### config.mk
export PLATFORM = sky130hd
export DESIGN_NAME = battery_voltage_to_charge_percent_flat
export DESIGN_NICKNAME = d
export VERILOG_FILES = /design/src/hw/rtl/bvcp_pkg.sv /design/src/hw/rtl/bvcp_in_if.sv /design/src/hw/rtl/bvcp_out_if.sv /design/src/hw/rtl/bvcp_apb_regs.sv /design/src/hw/rtl/bvcp_muldiv.sv /design/src/hw/rtl/battery_voltage_to_charge_percent.sv /design/src/flat_wrapper.sv
export VERILOG_INCLUDE_DIRS = /design/src /design/src/hw/rtl
export SDC_FILE = /design/constraint.sdc
export NUM_CORES = 1
export LEC_CHECK = 0
export ABC_AREA = 1
export BUFFER_PORTS_ARGS = -buffer_cell sky130_fd_sc_hd__buf_2
export CAP_MARGIN = 20
export CELL_PAD_IN_SITES_DETAIL_PLACEMENT = 1
export CELL_PAD_IN_SITES_GLOBAL_PLACEMENT = 2
export CORE_MARGIN = 4
export CORE_UTILIZATION = 35
export CTS_BUF_LIST = sky130_fd_sc_hd__clkbuf_8
export CTS_CLUSTER_DIAMETER = 150
export DETAILED_ROUTE_END_ITERATION = 7
export HOLD_SLACK_MARGIN = 0.02
export PLACE_DENSITY_LB_ADDON = 0.15
export SYNTH_ARGS = -nofsm -noshare
export SYNTH_HDL_FRONTEND = slang
export SYNTH_SLANG_ARGS = --single-unit
### constraint.sdc
create_clock -name clk -period 12.3 [get_ports clk]
set_input_delay 0.615 -clock clk [delete_from_list [all_inputs] [get_ports clk]]
set_output_delay 0.615 -clock clk [all_outputs]
set_load 0.01 [all_outputs]
### src/hw/rtl/assert_macros.svh
// ----------------------------------------------------------------------------
// assert_macros.svh
// Assertion shorthands shared by the RTL; clocked on clk, disabled in reset.
// ----------------------------------------------------------------------------
`ifndef ASSERT_MACROS_SVH
`define ASSERT_MACROS_SVH

// Same-cycle implication
`define BVCP_ASSERT_IMP(lbl, ante, cons) \
    lbl: assert property (@(posedge clk) disable iff (!rst_n) (ante) |-> (cons)) \
        else $error("bvcp: same-cycle check failed");

// Next-cycle implication
`define BVCP_ASSERT_NXT(lbl, ante, cons) \
    lbl: assert property (@(posedge clk) disable iff (!rst_n) (ante) |=> (cons)) \
        else $error("bvcp: next-cycle check failed");

`endif

### src/hw/rtl/bvcp_pkg.sv
// ----------------------------------------------------------------------------
// bvcp_pkg
// Shared widths, register map, reset values, state types and field helpers
// for the battery charge percentage block.
// ----------------------------------------------------------------------------
package bvcp_pkg;

    // Field widths
    localparam int unsigned MV_W    = 16;
    localparam int unsigned PCT_W   = 7;
    localparam int unsigned POINT_W = MV_W + PCT_W;
    localparam int unsigned CNT_W   = 3;
    localparam int unsigned OUT_W   = 8;

    // Table
    localparam int unsigned REG_POINTS     = 7;
    localparam int unsigned MAX_POINTS_DEF = 7;

    // Serial multiply/divide widths
    localparam int unsigned PROD_W = POINT_W;
    localparam int unsigned DVS_W  = MV_W + PCT_W - 1;
    localparam int unsigned STEP_W = $clog2(PCT_W);

    // APB
    localparam int unsigned APB_DATA_W = 32;
    localparam int unsigned APB_ADDR_W = 5;

    // Register map
    localparam logic [CNT_W-1:0] REG_IDX_COUNT = 3'd0;

    // Reset values
    localparam logic [CNT_W-1:0]   COUNT_RST  = 3'd2;
    localparam logic [POINT_W-1:0] POINT0_RST = 23'd537700;
    localparam logic [POINT_W-1:0] POINT1_RST = 23'd422400;

    typedef logic [REG_POINTS-1:0][POINT_W-1:0] point_tab_t;

    // Whole table after reset: first two points set, the rest cleared
    localparam point_tab_t POINTS_RST = {{((REG_POINTS-2)*POINT_W){1'b0}},
                                         POINT1_RST, POINT0_RST};

    // Main sequencer
    typedef enum logic [2:0] {
        ST_IDLE,
        ST_CHECK,
        ST_SCAN,
        ST_CALC,
        ST_DONE
    } state_t;

    // Multiply/divide unit sequencer
    typedef enum logic [1:0] {
        MD_IDLE,
        MD_MUL,
        MD_DIV
    } md_phase_t;

    // Request into the multiply/divide unit
    typedef struct packed {
        logic             start;
        logic [PCT_W-1:0] mag_a;
        logic [MV_W-1:0]  mag_b;
        logic [MV_W-1:0]  divisor;
    } md_req_t;

    // Status back from the multiply/divide unit
    typedef struct packed {
        logic busy;
        logic done;
    } md_stat_t;

    function automatic logic [MV_W-1:0] pt_mv(input logic [POINT_W-1:0] pt);
        return pt[POINT_W-1:PCT_W];
    endfunction

    function automatic logic [PCT_W-1:0] pt_pct(input logic [POINT_W-1:0] pt);
        return pt[PCT_W-1:0];
    endfunction

endpackage

### src/hw/rtl/bvcp_in_if.sv
// ----------------------------------------------------------------------------
// bvcp_in_if
// Voltage sample channel: valid/ready with the millivolt reading.
// ----------------------------------------------------------------------------
interface bvcp_in_if import bvcp_pkg::*; ();

    logic            valid;
    logic            ready;
    logic [MV_W-1:0] millivolts;

    modport source (output valid, output millivolts, input ready);
    modport sink   (input valid, input millivolts, output ready);

endinterface

### src/hw/rtl/bvcp_out_if.sv
// ----------------------------------------------------------------------------
// bvcp_out_if
// Charge result channel: valid/ready with the state-of-charge percentage.
// ----------------------------------------------------------------------------
interface bvcp_out_if import bvcp_pkg::*; ();

    logic             valid;
    logic             ready;
    logic [OUT_W-1:0] charge_percent;

    modport source (output valid, output charge_percent, input ready);
    modport sink   (input valid, input charge_percent, output ready);

endinterface

### src/hw/rtl/bvcp_apb_regs.sv
// ----------------------------------------------------------------------------
// bvcp_apb_regs
// APB register file: point count and the seven table points.
// ----------------------------------------------------------------------------
module bvcp_apb_regs import bvcp_pkg::*;
(
    input  logic                  clk,
    input  logic                  rst_n,
    input  logic                  psel,
    input  logic                  penable,
    input  logic                  pwrite,
    input  logic [APB_ADDR_W-1:0] paddr,
    input  logic [APB_DATA_W-1:0] pwdata,
    output logic [APB_DATA_W-1:0] prdata,
    output logic                  pready,
    output logic [CNT_W-1:0]      point_count,
    output point_tab_t            points
);

    logic [CNT_W-1:0] count_reg;
    logic [CNT_W-1:0] count_next;
    point_tab_t       point_reg;
    point_tab_t       point_next;
    logic             wr_en;
    logic [CNT_W-1:0] idx;
    logic [CNT_W-1:0] pt_idx;

    assign pready = 1'b1;
    assign wr_en  = psel & penable & pwrite;
    assign idx    = paddr[APB_ADDR_W-1:2];
    assign pt_idx = idx - 3'd1;

    // Write decode
    always_comb
    begin
        count_next = count_reg;
        point_next = point_reg;
        if (wr_en)
        begin
            if (idx == REG_IDX_COUNT)
            begin
                count_next = pwdata[CNT_W-1:0];
            end
            else
            begin
                point_next[pt_idx] = pwdata[POINT_W-1:0];
            end
        end
    end

    always_ff @(posedge clk or negedge rst_n)
    begin
        if (!rst_n)
        begin
            count_reg <= COUNT_RST;
            point_reg <= POINTS_RST;
        end
        else
        begin
            count_reg <= count_next;
            point_reg <= point_next;
        end
    end

    // Read-back
    always_comb
    begin
        if (idx == REG_IDX_COUNT)
        begin
            prdata = APB_DATA_W'(count_reg);
        end
        else
        begin
            prdata = APB_DATA_W'(point_reg[pt_idx]);
        end
    end

    assign point_count = count_reg;
    assign points      = point_reg;

endmodule

### src/hw/rtl/bvcp_muldiv.sv
// ----------------------------------------------------------------------------
// bvcp_muldiv
// Bit-serial unit: shift-add multiply of two magnitudes, then restoring
// division of the product, one quotient bit per cycle.
// ----------------------------------------------------------------------------
module bvcp_muldiv import bvcp_pkg::*;
(
    input  logic             clk,
    input  logic             rst_n,
    input  md_req_t          req,
    output md_stat_t         stat,
    output logic [PCT_W-1:0] quotient
);

    md_phase_t         phase_reg;
    md_phase_t         phase_next;
    logic [STEP_W-1:0] cnt_reg;
    logic [STEP_W-1:0] cnt_next;
    logic [PCT_W-1:0]  mplr_reg;
    logic [PCT_W-1:0]  mplr_next;
    logic [MV_W-1:0]   mcand_reg;
    logic [MV_W-1:0]   mcand_next;
    logic [DVS_W-1:0]  dvs_reg;
    logic [DVS_W-1:0]  dvs_next;
    logic [PROD_W-1:0] acc_reg;
    logic [PROD_W-1:0] acc_next;
    logic [PCT_W-1:0]  quo_reg;
    logic [PCT_W-1:0]  quo_next;
    logic              done_reg;
    logic              done_next;
    logic              ge;

    localparam logic [STEP_W-1:0] LAST_STEP = STEP_W'(PCT_W - 1);

    // Sequencer next state
    always_comb
    begin
        phase_next = phase_reg;
        unique case (phase_reg)
            MD_IDLE:
            begin
                if (req.start)
                begin
                    phase_next = MD_MUL;
                end
            end
            MD_MUL:
            begin
                if (cnt_reg == '0)
                begin
                    phase_next = MD_DIV;
                end
            end
            MD_DIV:
            begin
                if (cnt_reg == '0)
                begin
                    phase_next = MD_IDLE;
                end
            end
            default: phase_next = MD_IDLE;
        endcase
    end

    // Datapath: one multiplier bit, then one quotient bit, per cycle
    assign ge = (acc_reg >= PROD_W'(dvs_reg));

    always_comb
    begin
        cnt_next   = cnt_reg;
        mplr_next  = mplr_reg;
        mcand_next = mcand_reg;
        dvs_next   = dvs_reg;
        acc_next   = acc_reg;
        quo_next   = quo_reg;
        done_next  = 1'b0;
        unique case (phase_reg)
            MD_IDLE:
            begin
                if (req.start)
                begin
                    mplr_next  = req.mag_a;
                    mcand_next = req.mag_b;
                    dvs_next   = {req.divisor, {(PCT_W-1){1'b0}}};
                    acc_next   = '0;
                    cnt_next   = LAST_STEP;
                end
            end
            MD_MUL:
            begin
                acc_next  = {acc_reg[PROD_W-2:0], 1'b0}
                          + (mplr_reg[PCT_W-1] ? PROD_W'(mcand_reg) : '0);
                mplr_next = {mplr_reg[PCT_W-2:0], 1'b0};
                cnt_next  = (cnt_reg == '0) ? LAST_STEP : cnt_reg - 1'b1;
            end
            MD_DIV:
            begin
                acc_next = ge ? acc_reg - PROD_W'(dvs_reg) : acc_reg;
                quo_next = {quo_reg[PCT_W-2:0], ge};
                dvs_next = {1'b0, dvs_reg[DVS_W-1:1]};
                cnt_next = cnt_reg - 1'b1;
                if (cnt_reg == '0)
                begin
                    done_next = 1'b1;
                end
            end
            default: ;
        endcase
    end

    always_ff @(posedge clk or negedge rst_n)
    begin
        if (!rst_n)
        begin
            phase_reg <= MD_IDLE;
            cnt_reg   <= '0;
            done_reg  <= 1'b0;
        end
        else
        begin
            phase_reg <= phase_next;
            cnt_reg   <= cnt_next;
            done_reg  <= done_next;
        end
    end

    always_ff @(posedge clk)
    begin
        mplr_reg  <= mplr_next;
        mcand_reg <= mcand_next;
        dvs_reg   <= dvs_next;
        acc_reg   <= acc_next;
        quo_reg   <= quo_next;
    end

    // Status
    always_comb
    begin
        stat.busy = (phase_reg != MD_IDLE);
        stat.done = done_reg;
        quotient  = quo_reg;
    end

endmodule

### src/hw/rtl/battery_voltage_to_charge_percent.sv
// Flow: a clamped voltage goes from the check straight to the result; otherwise the
//   segments are scanned in turn, a flat segment gives its percentage directly and a
//   sloped one runs 7 multiply and 7 divide steps in bvcp_muldiv before the hand-off.
// Requests: one at a time; the next is taken the cycle after the result moves to the
//   output register.
// Reset: rst_n asynchronous; registers return to a two-point 4200 mV / 3300 mV table.
// ----------------------------------------------------------------------------
// battery_voltage_to_charge_percent
// Maps a battery voltage to a state-of-charge percentage by piecewise linear
// interpolation over a configured table of up to seven points.
// ----------------------------------------------------------------------------
module battery_voltage_to_charge_percent import bvcp_pkg::*;
#(
    parameter int unsigned MAX_POINTS = MAX_POINTS_DEF
)
(
    input  logic                  clk,
    input  logic                  rst_n,
    bvcp_in_if.sink               voltage,
    bvcp_out_if.source            charge,
    input  logic                  psel,
    input  logic                  penable,
    input  logic                  pwrite,
    input  logic [APB_ADDR_W-1:0] paddr,
    input  logic [APB_DATA_W-1:0] pwdata,
    output logic [APB_DATA_W-1:0] prdata,
    output logic                  pready
);

    logic [CNT_W-1:0] point_count;
    point_tab_t       points;
    md_req_t          md_req;
    md_stat_t         md_stat;
    logic [PCT_W-1:0] md_quo;

    state_t           state_reg;
    state_t           state_next;
    logic [MV_W-1:0]  mv_reg;
    logic [MV_W-1:0]  mv_next;
    point_tab_t       pts_sh_reg;
    point_tab_t       pts_sh_next;
    logic [CNT_W-1:0] last_reg;
    logic [CNT_W-1:0] last_next;
    logic [CNT_W-1:0] seg_reg;
    logic [CNT_W-1:0] seg_next;
    logic [PCT_W-1:0] p0_reg;
    logic [PCT_W-1:0] p0_next;
    logic             neg_reg;
    logic             neg_next;
    logic [OUT_W-1:0] res_reg;
    logic [OUT_W-1:0] res_next;
    logic [OUT_W-1:0] out_pct_reg;
    logic [OUT_W-1:0] out_pct_next;
    logic             out_valid_reg;
    logic             out_valid_next;

    logic             accept;
    logic             out_free;
    logic [CNT_W-1:0] last_eff;
    logic [MV_W-1:0]  seg_v0;
    logic [MV_W-1:0]  seg_v1;
    logic [PCT_W-1:0] seg_p0;
    logic [PCT_W-1:0] seg_p1;
    logic             seg_hit;
    logic             fast_hi;
    logic             fast_lo;

    bvcp_apb_regs u_regs (
        .clk         (clk),
        .rst_n       (rst_n),
        .psel        (psel),
        .penable     (penable),
        .pwrite      (pwrite),
        .paddr       (paddr),
        .pwdata      (pwdata),
        .prdata      (prdata),
        .pready      (pready),
        .point_count (point_count),
        .points      (points)
    );

    bvcp_muldiv u_muldiv (
        .clk      (clk),
        .rst_n    (rst_n),
        .req      (md_req),
        .stat     (md_stat),
        .quotient (md_quo)
    );

    assign accept   = voltage.valid & voltage.ready;
    assign out_free = !out_valid_reg || charge.ready;

    // Effective last index: count clamped to 2..MAX_POINTS
    always_comb
    begin
        priority if (point_count < 3'd2)
        begin
            last_eff = 3'd1;
        end
        else if (point_count > CNT_W'(MAX_POINTS))
        begin
            last_eff = CNT_W'(MAX_POINTS - 1);
        end
        else
        begin
            last_eff = point_count - 3'd1;
        end
    end

    // Clamp checks against the end points
    assign fast_hi = (mv_reg >= pt_mv(points[0]));
    assign fast_lo = (mv_reg <= pt_mv(points[last_eff]));

    // Current segment sits at the bottom of the shifting copy
    assign seg_v0  = pt_mv(pts_sh_reg[0]);
    assign seg_v1  = pt_mv(pts_sh_reg[1]);
    assign seg_p0  = pt_pct(pts_sh_reg[0]);
    assign seg_p1  = pt_pct(pts_sh_reg[1]);
    assign seg_hit = (mv_reg <= seg_v0) && (mv_reg >= seg_v1);

    // Sequencer next state
    always_comb
    begin
        state_next = state_reg;
        unique case (state_reg)
            ST_IDLE:
            begin
                if (voltage.valid)
                begin
                    state_next = ST_CHECK;
                end
            end
            ST_CHECK:
            begin
                state_next = (fast_hi || fast_lo) ? ST_DONE : ST_SCAN;
            end
            ST_SCAN:
            begin
                priority if (seg_hit)
                begin
                    state_next = (seg_v0 == seg_v1) ? ST_DONE : ST_CALC;
                end
                else if (seg_reg + 3'd1 == last_reg)
                begin
                    state_next = ST_DONE;
                end
                else
                begin
                    state_next = ST_SCAN;
                end
            end
            ST_CALC:
            begin
                if (md_stat.done)
                begin
                    state_next = ST_DONE;
                end
            end
            ST_DONE:
            begin
                if (out_free)
                begin
                    state_next = ST_IDLE;
                end
            end
            default: state_next = ST_IDLE;
        endcase
    end

    // Sequencer outputs and datapath
    always_comb
    begin
        voltage.ready  = (state_reg == ST_IDLE);
        mv_next        = mv_reg;
        pts_sh_next    = pts_sh_reg;
        last_next      = last_reg;
        seg_next       = seg_reg;
        p0_next        = p0_reg;
        neg_next       = neg_reg;
        res_next       = res_reg;
        out_pct_next   = out_pct_reg;
        out_valid_next = out_valid_reg && !charge.ready;
        md_req.start   = 1'b0;
        md_req.mag_a   = seg_p1 - seg_p0;
        md_req.mag_b   = seg_v0 - mv_reg;
        md_req.divisor = seg_v0 - seg_v1;
        if (seg_p1 < seg_p0)
        begin
            md_req.mag_a = seg_p0 - seg_p1;
        end

        unique case (state_reg)
            ST_IDLE:
            begin
                if (accept)
                begin
                    mv_next     = voltage.millivolts;
                    pts_sh_next = points;
                end
            end
            ST_CHECK:
            begin
                last_next = last_eff;
                seg_next  = '0;
                priority if (fast_hi)
                begin
                    res_next = OUT_W'(pt_pct(points[0]));
                end
                else if (fast_lo)
                begin
                    res_next = OUT_W'(pt_pct(points[last_eff]));
                end
                else
                begin
                    res_next = res_reg;
                end
            end
            ST_SCAN:
            begin
                priority if (seg_hit)
                begin
                    p0_next  = seg_p0;
                    neg_next = (seg_p1 < seg_p0);
                    res_next = OUT_W'(seg_p0);
                    if (seg_v0 != seg_v1)
                    begin
                        md_req.start = 1'b1;
                    end
                end
                else if (seg_reg + 3'd1 == last_reg)
                begin
                    res_next = '0;
                end
                else
                begin
                    seg_next = seg_reg + 3'd1;
                    for (int k = 0; k < REG_POINTS - 1; k++)
                    begin
                        pts_sh_next[k] = pts_sh_reg[k+1];
                    end
                end
            end
            ST_CALC:
            begin
                if (md_stat.done)
                begin
                    res_next = neg_reg ? OUT_W'(p0_reg) - OUT_W'(md_quo)
                                       : OUT_W'(p0_reg) + OUT_W'(md_quo);
                end
            end
            ST_DONE:
            begin
                if (out_free)
                begin
                    out_pct_next   = res_reg;
                    out_valid_next = 1'b1;
                end
            end
            default: ;
        endcase
    end

    always_ff @(posedge clk or negedge rst_n)
    begin
        if (!rst_n)
        begin
            state_reg     <= ST_IDLE;
            out_valid_reg <= 1'b0;
        end
        else
        begin
            state_reg     <= state_next;
            out_valid_reg <= out_valid_next;
        end
    end

    always_ff @(posedge clk)
    begin
        mv_reg      <= mv_next;
        pts_sh_reg  <= pts_sh_next;
        last_reg    <= last_next;
        seg_reg     <= seg_next;
        p0_reg      <= p0_next;
        neg_reg     <= neg_next;
        res_reg     <= res_next;
        out_pct_reg <= out_pct_next;
    end

    assign charge.valid          = out_valid_reg;
    assign charge.charge_percent = out_pct_reg;

    // Checks
`include "assert_macros.svh"

    `BVCP_ASSERT_NXT(a_accept_to_check, accept, state_reg == ST_CHECK)
    `BVCP_ASSERT_IMP(a_scan_in_range, state_reg == ST_SCAN, seg_reg < last_reg)
    `BVCP_ASSERT_IMP(a_md_done_in_calc, md_stat.done, state_reg == ST_CALC)
    `BVCP_ASSERT_IMP(a_md_start_idle, md_req.start, !md_stat.busy)
    `BVCP_ASSERT_NXT(a_result_held, state_reg == ST_DONE && !out_free, $stable(res_reg))

endmodule
### src/flat_wrapper.sv
// flat-port wrapper written by rule: the top's interface ports become plain ports
module battery_voltage_to_charge_percent_flat import bvcp_pkg::*;
#(
    parameter int unsigned MAX_POINTS = MAX_POINTS_DEF
)
  (clk, rst_n, psel, penable, pwrite, paddr, pwdata, prdata, pready, voltage_valid, voltage_millivolts, voltage_ready, charge_valid, charge_charge_percent, charge_ready);
  bvcp_in_if voltage_i ();
  bvcp_out_if charge_i ();
  input  logic clk;
  input  logic rst_n;
  input  logic psel;
  input  logic penable;
  input  logic pwrite;
  input  logic [APB_ADDR_W-1:0] paddr;
  input  logic [APB_DATA_W-1:0] pwdata;
  output logic [APB_DATA_W-1:0] prdata;
  output logic pready;
  input wire logic [$bits(voltage_i.valid)-1:0] voltage_valid;
  input wire logic [$bits(voltage_i.millivolts)-1:0] voltage_millivolts;
  output wire logic [$bits(voltage_i.ready)-1:0] voltage_ready;
  output wire logic [$bits(charge_i.valid)-1:0] charge_valid;
  output wire logic [$bits(charge_i.charge_percent)-1:0] charge_charge_percent;
  input wire logic [$bits(charge_i.ready)-1:0] charge_ready;
  assign voltage_i.valid = voltage_valid;
  assign voltage_i.millivolts = voltage_millivolts;
  assign voltage_ready = voltage_i.ready;
  assign charge_valid = charge_i.valid;
  assign charge_charge_percent = charge_i.charge_percent;
  assign charge_i.ready = charge_ready;
  battery_voltage_to_charge_percent #(.MAX_POINTS(MAX_POINTS)) u_core (.clk(clk), .rst_n(rst_n), .voltage(voltage_i), .charge(charge_i), .psel(psel), .penable(penable), .pwrite(pwrite), .paddr(paddr), .pwdata(pwdata), .prdata(prdata), .pready(pready));
endmodule
==> flow_metrics.env, run 1 <==
export IMPL_first_global_vias=23000
export IMPL_critical_path_class="reg -> reg"
export IMPL_cp_cell_sequence="inv_1 > ha_1 > o21ai_4 > buf_4 > a21oi_1 > o21ai_0 > a21oi_1 > a31oi_1 > ha_1 > nand2_1 > inv_1 > nand3_1 > nor2_1 > nand3_1 > nand4_1 > nand2_1 > nor2_1"
export IMPL_dpl_hpwl_um=63200
export IMPL_worst_slew_pin_transition_ps=1120
export IMPL_grt_total_usage_pct=22.9
export IMPL_die_width_um=281
export IMPL_groute_layer_met2_usage_pct=39.6
export IMPL_postLayoutCellArea_um2=29300
export IMPL_areaGrowthSynthToFinish_pct=12.1
export IMPL_hold_worst_slack_ps=122
export IMPL_met3_layer_usage_reported_by_global_route_pct=2.61
export IMPL_final_setup_tns_ps=0
export IMPL_max_cap_violations=0
export IMPL_die_area_um2=79000
export IMPL_skew_ps=37.7
export IMPL_fp_dieH_um=281
export IMPL_ys_async_sr_fraction_pct=38.2
export IMPL_initial_utilization_pct=35.5
export IMPL_insertion_delay_ps=680
export IMPL_finalHoldViolCount=0
export IMPL_clock_pin_transition_on_the_worst_setup_and_hold_timing_paths_ps=60
export IMPL_route_vias_total=21900
export IMPL_antenna_found_initial=4
export IMPL_path_max_fanout=43
export IMPL_total_leakage_power_uw=0.0128
export IMPL_rows=99
export IMPL_cts_root_buffer_cell="sky130_fd_sc_hd__clkbuf_8"
export IMPL_grt_pass1_wl_um=139000
export IMPL_nets=3331
export IMPL_fmax_mhz=204
export IMPL_avg_wl_per_cell_um=21.8
export IMPL_worst_hold_path_type="in -> reg"
export IMPL_layout_cells_most_common="sky130_fd_sc_hd__nand2_1"
export IMPL_seq_area_frac_synth_pct=49.2
export IMPL_run_status="complete, no violations"
export IMPL_cts_max_path_buffers=3
export IMPL_cts_resized=0
export IMPL_yosysWarnings=0
export IMPL_drt_pass1_iter_count=5
export IMPL_power_density_nw_per_um2=256
export IMPL_regToRegEndpoint="u_core.res_reg[7]$_SDFFCE_PP0P_"
export IMPL_initialDrtViolationCount=1551
export IMPL_dpl_cell_area_um2=27400
export IMPL_drcViolationCount=0
export IMPL_commonest_cells_after_routing_fill_and_taps_aside="759 x sky130_fd_sc_hd__nand2_1, 401 x sky130_fd_sc_hd__o21ai_0, 390 x sky130_fd_sc_hd__inv_1"
export IMPL_category_of_the_worst_setup_path_launch_point="flop"
export IMPL_numCtsBuffers=86
export IMPL_critical_path_slowest_cell="sky130_fd_sc_hd__nor2_1"
export IMPL_syn_area_um2=26100
export IMPL_htree_num_levels=3
export IMPL_arrival_ps=5190
export IMPL_core_area_um2=73500
export IMPL_cp_data_required_time_ps=12600
export IMPL_period_share_pct=39.8
export IMPL_cp_startpoint="u_core.u_regs.point_count[1]$_DFFE_PN1P_"
export IMPL_top_usage_layer="met2"
export IMPL_timing_critical_path_to_type="flop"
export IMPL_routed_via_density=5.27
export IMPL_power_ir_vdd_worst_mv=0.186
export IMPL_finalCriticalPeriod_ps=4890
export IMPL_timing_final_setup_violations=0
export IMPL_post_route_cells_drive_above_1_share_pct=9.85
export IMPL_global_route_usage_met1_pct=30.2
export IMPL_synth_ff_latch_count=456
export IMPL_io_pins=103
export IMPL_postSynthAreaPerCell_um2=8.60
export IMPL_portBuffers=81
export IMPL_grt_setup_unrepaired="false"
export IMPL_worstRegToRegCells=17
export IMPL_postCtsSetupBuffers=0
export IMPL_global_route_overflow_total=0
export IMPL_r2r_setup_slack_ps=7410
export IMPL_timing_rr_start="u_core.u_regs.point_count[1]$_DFFE_PN1P_"
export IMPL_synth_edff_count=282
export IMPL_clock_sink_count=456
export IMPL_grt_max_degree=139
export IMPL_dominantRegCellSynth="sky130_fd_sc_hd__edfxtp_1"
export IMPL_critical_path_endpoint="u_core.res_reg[7]$_SDFFCE_PP0P_"
export IMPL_detail_route_wirelength_um=90300
export IMPL_slowest_delay_ps=640
export IMPL_detail_route_antenna_nets=0
export IMPL_ys_types=56
export IMPL_post_synth_inst_count=3034
export IMPL_gpl_final_weighted_congestion=0.895
export IMPL_cts_tree="done"
export IMPL_timing_max_transition_violations_final=0
export IMPL_postCtsHoldBufs=1
export IMPL_worst_case_headroom_to_the_max_slew_limit_pct=25.0
## layer usage
metal	share of wire, %	vias to the layer above
li1	-	10500
met4	2.6	0
met2	48	479
met1	45	10800
met3	4.3	143
met5	0	-
## cells by family after synthesis
logic type / synth area share, %
buffers and inverters: 7.76
other: 0.0288
DFF: 49.2
AOI/OAI and AO/OA: 17.5
adders and majority gates: 7.63
and+or+nand+nor: 16.7
xor gates and xnor gates: 1.21
## stage by stage
| step | setup slack, ps | total power [uW] | utilization, % | cells |
|---|---|---|---|---|
| final | 7410 | 7500 | 39.8 | 4150 |
| after global routing | 7230 | 8130 | 39.8 | 4148 |
| after CTS | 7390 | 7580 | 39.8 | 4146 |
| after detailed placement | 7390 | 5980 | 37.3 | 3986 |
| after global placement | 7500 | 5860 | 37.3 | 3985 |
| after floorplan | 899 | 4930 | - | 3042 |
## cell usage after synthesis (24+ instances only)
master                     count  area share [%]
sky130_fd_sc_hd__nand2_1     759              11
sky130_fd_sc_hd__o21ai_0     402             7.7
sky130_fd_sc_hd__inv_1       364             5.2
sky130_fd_sc_hd__edfxtp_1    282              32
sky130_fd_sc_hd__a21oi_1     236             4.5
sky130_fd_sc_hd__dfrtp_1     160              15
sky130_fd_sc_hd__ha_1        148             7.1
sky130_fd_sc_hd__nor2_1      105             1.5
sky130_fd_sc_hd__nand3_1     101             1.9
sky130_fd_sc_hd__clkbuf_1     57            0.82
sky130_fd_sc_hd__buf_2        48            0.92
sky130_fd_sc_hd__o22ai_1      36            0.86
sky130_fd_sc_hd__a221oi_1     31             1.0
sky130_fd_sc_hd__o211ai_1     31            0.89
sky130_fd_sc_hd__xor2_1       24            0.81
## worst max-delay path: cells and delay by family (launching register included)
family | cells | cell delay [ps]
buf+inv | 3 | 730
compound gates | 5 | 1070
simple gates | 7 | 1530
fa+ha+maj | 2 | 530
flops | 1 | 580
## report_power, final
part	total, uW	switching [uW]	internal (uW)
Clock	1560	692	867
Combinational	3250	2230	1020
Sequential	2690	329	2360
## worst min-delay path by stage
stage,cells after the start,from,slack [ps],to
CTS,1,voltage_millivolts[1],50,u_core.mv_reg[1]$_DFFE_PP_
detailed placement,0,u_core.res_reg[5]$_DFFE_PP_,410,u_core.charge.charge_percent[5]$_DFFE_PP_
global placement,0,u_core.res_reg[6]$_DFFE_PP_,410,u_core.charge.charge_percent[6]$_DFFE_PP_
finish,1,voltage_millivolts[0],120,u_core.mv_reg[0]$_DFFE_PP_
global route,1,voltage_millivolts[1],80,u_core.mv_reg[1]$_DFFE_PP_
floorplan,0,rst_n,320,u_core.charge.valid$_DFF_PN0_
## final cells by class
cell class / instances / area [um2]
inverters: 380 / 1430
diodes: 4 / 10.0
fillers: 8671 / 44200
flip-flops and latches: 456 / 12800
multi-input cells: 2081 / 11300
clock buffers: 106 / 1460
repair buffers: 111 / 667
well taps: 959 / 1200
clock inverters: 53 / 352
No activity file was read; power rests on OpenSTA's default activity.
==> run 2: changes to the inputs <==
--- a/config.mk
+++ b/config.mk
@@ -6,7 +6,7 @@
 export SDC_FILE = /design/constraint.sdc
 export NUM_CORES = 1
 export LEC_CHECK = 0
-export ABC_AREA = 1
+export ABC_AREA = 0
 export BUFFER_PORTS_ARGS = -buffer_cell sky130_fd_sc_hd__buf_2
 export CAP_MARGIN = 20
 export CELL_PAD_IN_SITES_DETAIL_PLACEMENT = 1
==> constraint.sdc (replaced) <==
create_clock -name clk -period 5 [get_ports clk]
set_input_delay 0.25 -clock clk [delete_from_list [all_inputs] [get_ports clk]]
set_output_delay 0.25 -clock clk [all_outputs]
set_load 0.01 [all_outputs]
==> run 2 against run 1 <==
Total power is 150% higher. First-iteration DRC count down 32%. Die area is 0.88% lower. Via count decreased by 12%. Global-route usage shrank 2.4 points. Core utilization up 0.65 points. Combinational power is 150% higher. Clock power grew 130%.
==> flow_metrics.env, run 2 <==
export IMPL_numCtsBuffers=85
export IMPL_fin_ws_ps=257
export IMPL_power_density_nw_per_um2=625
export IMPL_critical_path_class="reg -> reg"
export IMPL_worst_hold_path_type="in -> reg"
export IMPL_preCtsSetupSlack_ps=223
export IMPL_grt_pass1_wl_um=125000
export IMPL_initialDrtViolationCount=1049
export IMPL_die_width_um=280
export IMPL_arrival_ps=5060
export IMPL_synthTopCellsByArea="sky130_fd_sc_hd__edfxtp_1 33%, sky130_fd_sc_hd__dfrtp_1 15%, sky130_fd_sc_hd__nand2_1 8.0%"
export IMPL_rows=99
export IMPL_detail_route_antenna_nets=0
export IMPL_layout_cells_most_common="sky130_fd_sc_hd__nand2_1"
export IMPL_initial_utilization_pct=35.4
export IMPL_postLayoutCellArea_um2=29600
export IMPL_drt_pass1_iter_count=5
export IMPL_core_area_um2=73100
export IMPL_synth_most_common_cell="sky130_fd_sc_hd__nand2_1"
export IMPL_syn_area_um2=25900
export IMPL_insertion_delay_ps=670
export IMPL_gpl_final_weighted_congestion=0.835
export IMPL_io_pins=103
export IMPL_htree_num_levels=3
export IMPL_routed_via_density=5.29
export IMPL_ys_async_sr_fraction_pct=38.2
export IMPL_power_ir_vdd_worst_mv=0.251
export IMPL_drcViolationCount=0
export IMPL_synth_ff_latch_count=456
export IMPL_nets=2823
export IMPL_timing_critical_path_to_type="flop"
export IMPL_timing_max_transition_violations_final=0
export IMPL_synth_top_cells_by_count="553 x sky130_fd_sc_hd__nand2_1, 282 x sky130_fd_sc_hd__edfxtp_1, 160 x sky130_fd_sc_hd__dfrtp_1, 159 x sky130_fd_sc_hd__mux2_2, 148 x sky130_fd_sc_hd__ha_1"
export IMPL_dpl_cell_area_um2=27500
export IMPL_cts_max_path_buffers=3
export IMPL_seq_area_frac_synth_pct=49.6
export IMPL_synth_top_cell_by_area="sky130_fd_sc_hd__edfxtp_1"
export IMPL_total_leakage_power_uw=0.0125
export IMPL_fmax_mhz=211
export IMPL_dr_wl_met2_um=37600
export IMPL_clock_sink_count=456
export IMPL_period_share_pct=94.9
export IMPL_dominantRegCellSynth="sky130_fd_sc_hd__edfxtp_1"
export IMPL_topRoutingLayerUsed="met5"
export IMPL_clock_pin_transition_on_the_worst_setup_and_hold_timing_paths_ps=60
export IMPL_category_of_the_worst_setup_path_launch_point="flop"
export IMPL_netlist_area_leader_share_pct=32.7
export IMPL_die_area_um2=78300
export IMPL_path_max_fanout=36
export IMPL_wirelength_met1_um=38500
export IMPL_dpl_hpwl_um=56800
export IMPL_finalHoldViolCount=0
export IMPL_post_synth_inst_count=2470
export IMPL_met3_length_um=2920
export IMPL_commonest_cells_after_routing_fill_and_taps_aside="551 x sky130_fd_sc_hd__nand2_1, 282 x sky130_fd_sc_hd__edfxtp_1, 163 x sky130_fd_sc_hd__inv_1"
export IMPL_grt_max_degree=150
export IMPL_max_cap_violations=0
export IMPL_finalCriticalPeriod_ps=4740
export IMPL_antenna_found_initial=5
export IMPL_yosysWarnings=0
export IMPL_cp_data_required_time_ps=5320
export IMPL_post_route_cells_drive_above_1_share_pct=17.8
export IMPL_route_vias_total=19300
export IMPL_fp_dieH_um=280
export IMPL_portBuffers=81
export IMPL_worst_slew_pin_transition_ps=953
export IMPL_fin_util_pct=40.5
export IMPL_avg_wl_per_cell_um=22.1
export IMPL_skew_ps=31.4
export IMPL_cts_root_buffer_cell="sky130_fd_sc_hd__clkbuf_8"
export IMPL_detail_route_wirelength_um=80400
export IMPL_fin_cells=3642
export IMPL_grt_total_usage_pct=20.5
export IMPL_ys_types=72
export IMPL_postSynthAreaPerCell_um2=10.5
export IMPL_first_global_vias=20700
export IMPL_worst_case_headroom_to_the_max_slew_limit_pct=35.8
export IMPL_timing_final_setup_violations=0
export IMPL_areaGrowthSynthToFinish_pct=14.4
export IMPL_final_setup_tns_ps=0
export IMPL_synth_edff_count=282
export IMPL_run_status="complete, no violations"
export IMPL_global_route_overflow_total=0
export IMPL_grt_setup_unrepaired="false"
export IMPL_cts_tree="done"
export IMPL_place_inst=3438
-- run 2: worst max-delay path: stages, from the launching register on --
cell and delay, ps:
sky130_fd_sc_hd__dfstp_2 590, sky130_fd_sc_hd__inv_1 70, sky130_fd_sc_hd__ha_1 310, sky130_fd_sc_hd__o22ai_4 430, sky130_fd_sc_hd__buf_4 220, sky130_fd_sc_hd__buf_4 400
sky130_fd_sc_hd__mux4_2 370, sky130_fd_sc_hd__o21ai_0 250, sky130_fd_sc_hd__ha_1 300, sky130_fd_sc_hd__o21ai_0 180, sky130_fd_sc_hd__nand2b_1 70, sky130_fd_sc_hd__a21oi_1 150
sky130_fd_sc_hd__o21ai_0 240, sky130_fd_sc_hd__a41o_1 340, sky130_fd_sc_hd__nand2b_1 100, sky130_fd_sc_hd__o211a_1 380
-- run 2: cell families after synthesis --
kind of cell             count (synthesis)  synth area share (%)
multiplexers                           212                  10.8
adder cells (fa/ha/maj)                155                  7.70
buffers and inverters                  258                  3.92
AND/OR/NAND/NOR                        837                  13.7
AO/OA/AOI/OAI                          473                  11.6
flip-flops                             456                  49.6
XOR/XNOR                                77                  2.61
other                                    2                0.0290
-- run 2: area by class of cell --
cell class	count	area (um2)
Inverter	134	503
Fill cell	8129	43500
Tap cell	959	1200
Timing Repair Buffer	167	1230
Sequential cell	456	12800
Antenna cell	4	10.0
Multi-Input combinational cell	1764	12200
Clock buffer	97	1340
Clock inverter	61	310
-- run 2: worst paths after layout --
kind / startpoint / endpoint / slack, ps / depth (start not counted)
worst max-delay path: u_core.u_regs.point_count[1]$_DFFE_PN1P_ / u_core.res_reg[7]$_SDFFCE_PP0P_ / 260 / 15
worst min-delay path: penable / u_core.u_regs.point_count[1]$_DFFE_PN1P_ / 140 / 5
worst max register to register: u_core.u_regs.point_count[1]$_DFFE_PN1P_ / u_core.res_reg[7]$_SDFFCE_PP0P_ / 260 / 15
worst min register to register: u_core.res_reg[1]$_DFFE_PP_ / u_core.charge.charge_percent[1]$_DFFE_PP_ / 430 / 0
max in group asynchronous: rst_n / u_core.u_regs.points[155]$_DFFE_PN0P_ / 3510 / 3
min in group asynchronous: rst_n / u_core.u_regs.points[75]$_DFFE_PN0P_ / 270 / 2
-- run 2: power breakdown --
| group | internal, uW | leakage (uW) | switching (uW) | total [uW] |
|---|---|---|---|---|
| logic | 3190 | 0.00663 | 4830 | 8020 |
| registers | 5940 | 0.00486 | 988 | 6930 |
| clock network | 1880 | 0.000970 | 1660 | 3530 |
-- run 2: through the flow --
step,power [uW],hold slack [ps]
3_5_place_dp,15100,416
5_1_grt,20000,152
2_1_floorplan,12300,-45.6
3_3_place_gp,14800,413
6_report,18500,135
4_1_cts,18700,72.0
-- run 2: what timing repair did --
item / in CTS / in global routing
endpoints found under the hold margin: 264 / 0
hold buffers: 42 / 0
setup buffers: 0 / 0
gates resized for setup: 0 / 0
-- run 2: metal layers --
metal	GRT usage (%)	up-vias
met5	0	-
met4	5.02	2
met3	2.73	94
met2	33.8	330
met1	28.8	9724
li1	-	9109
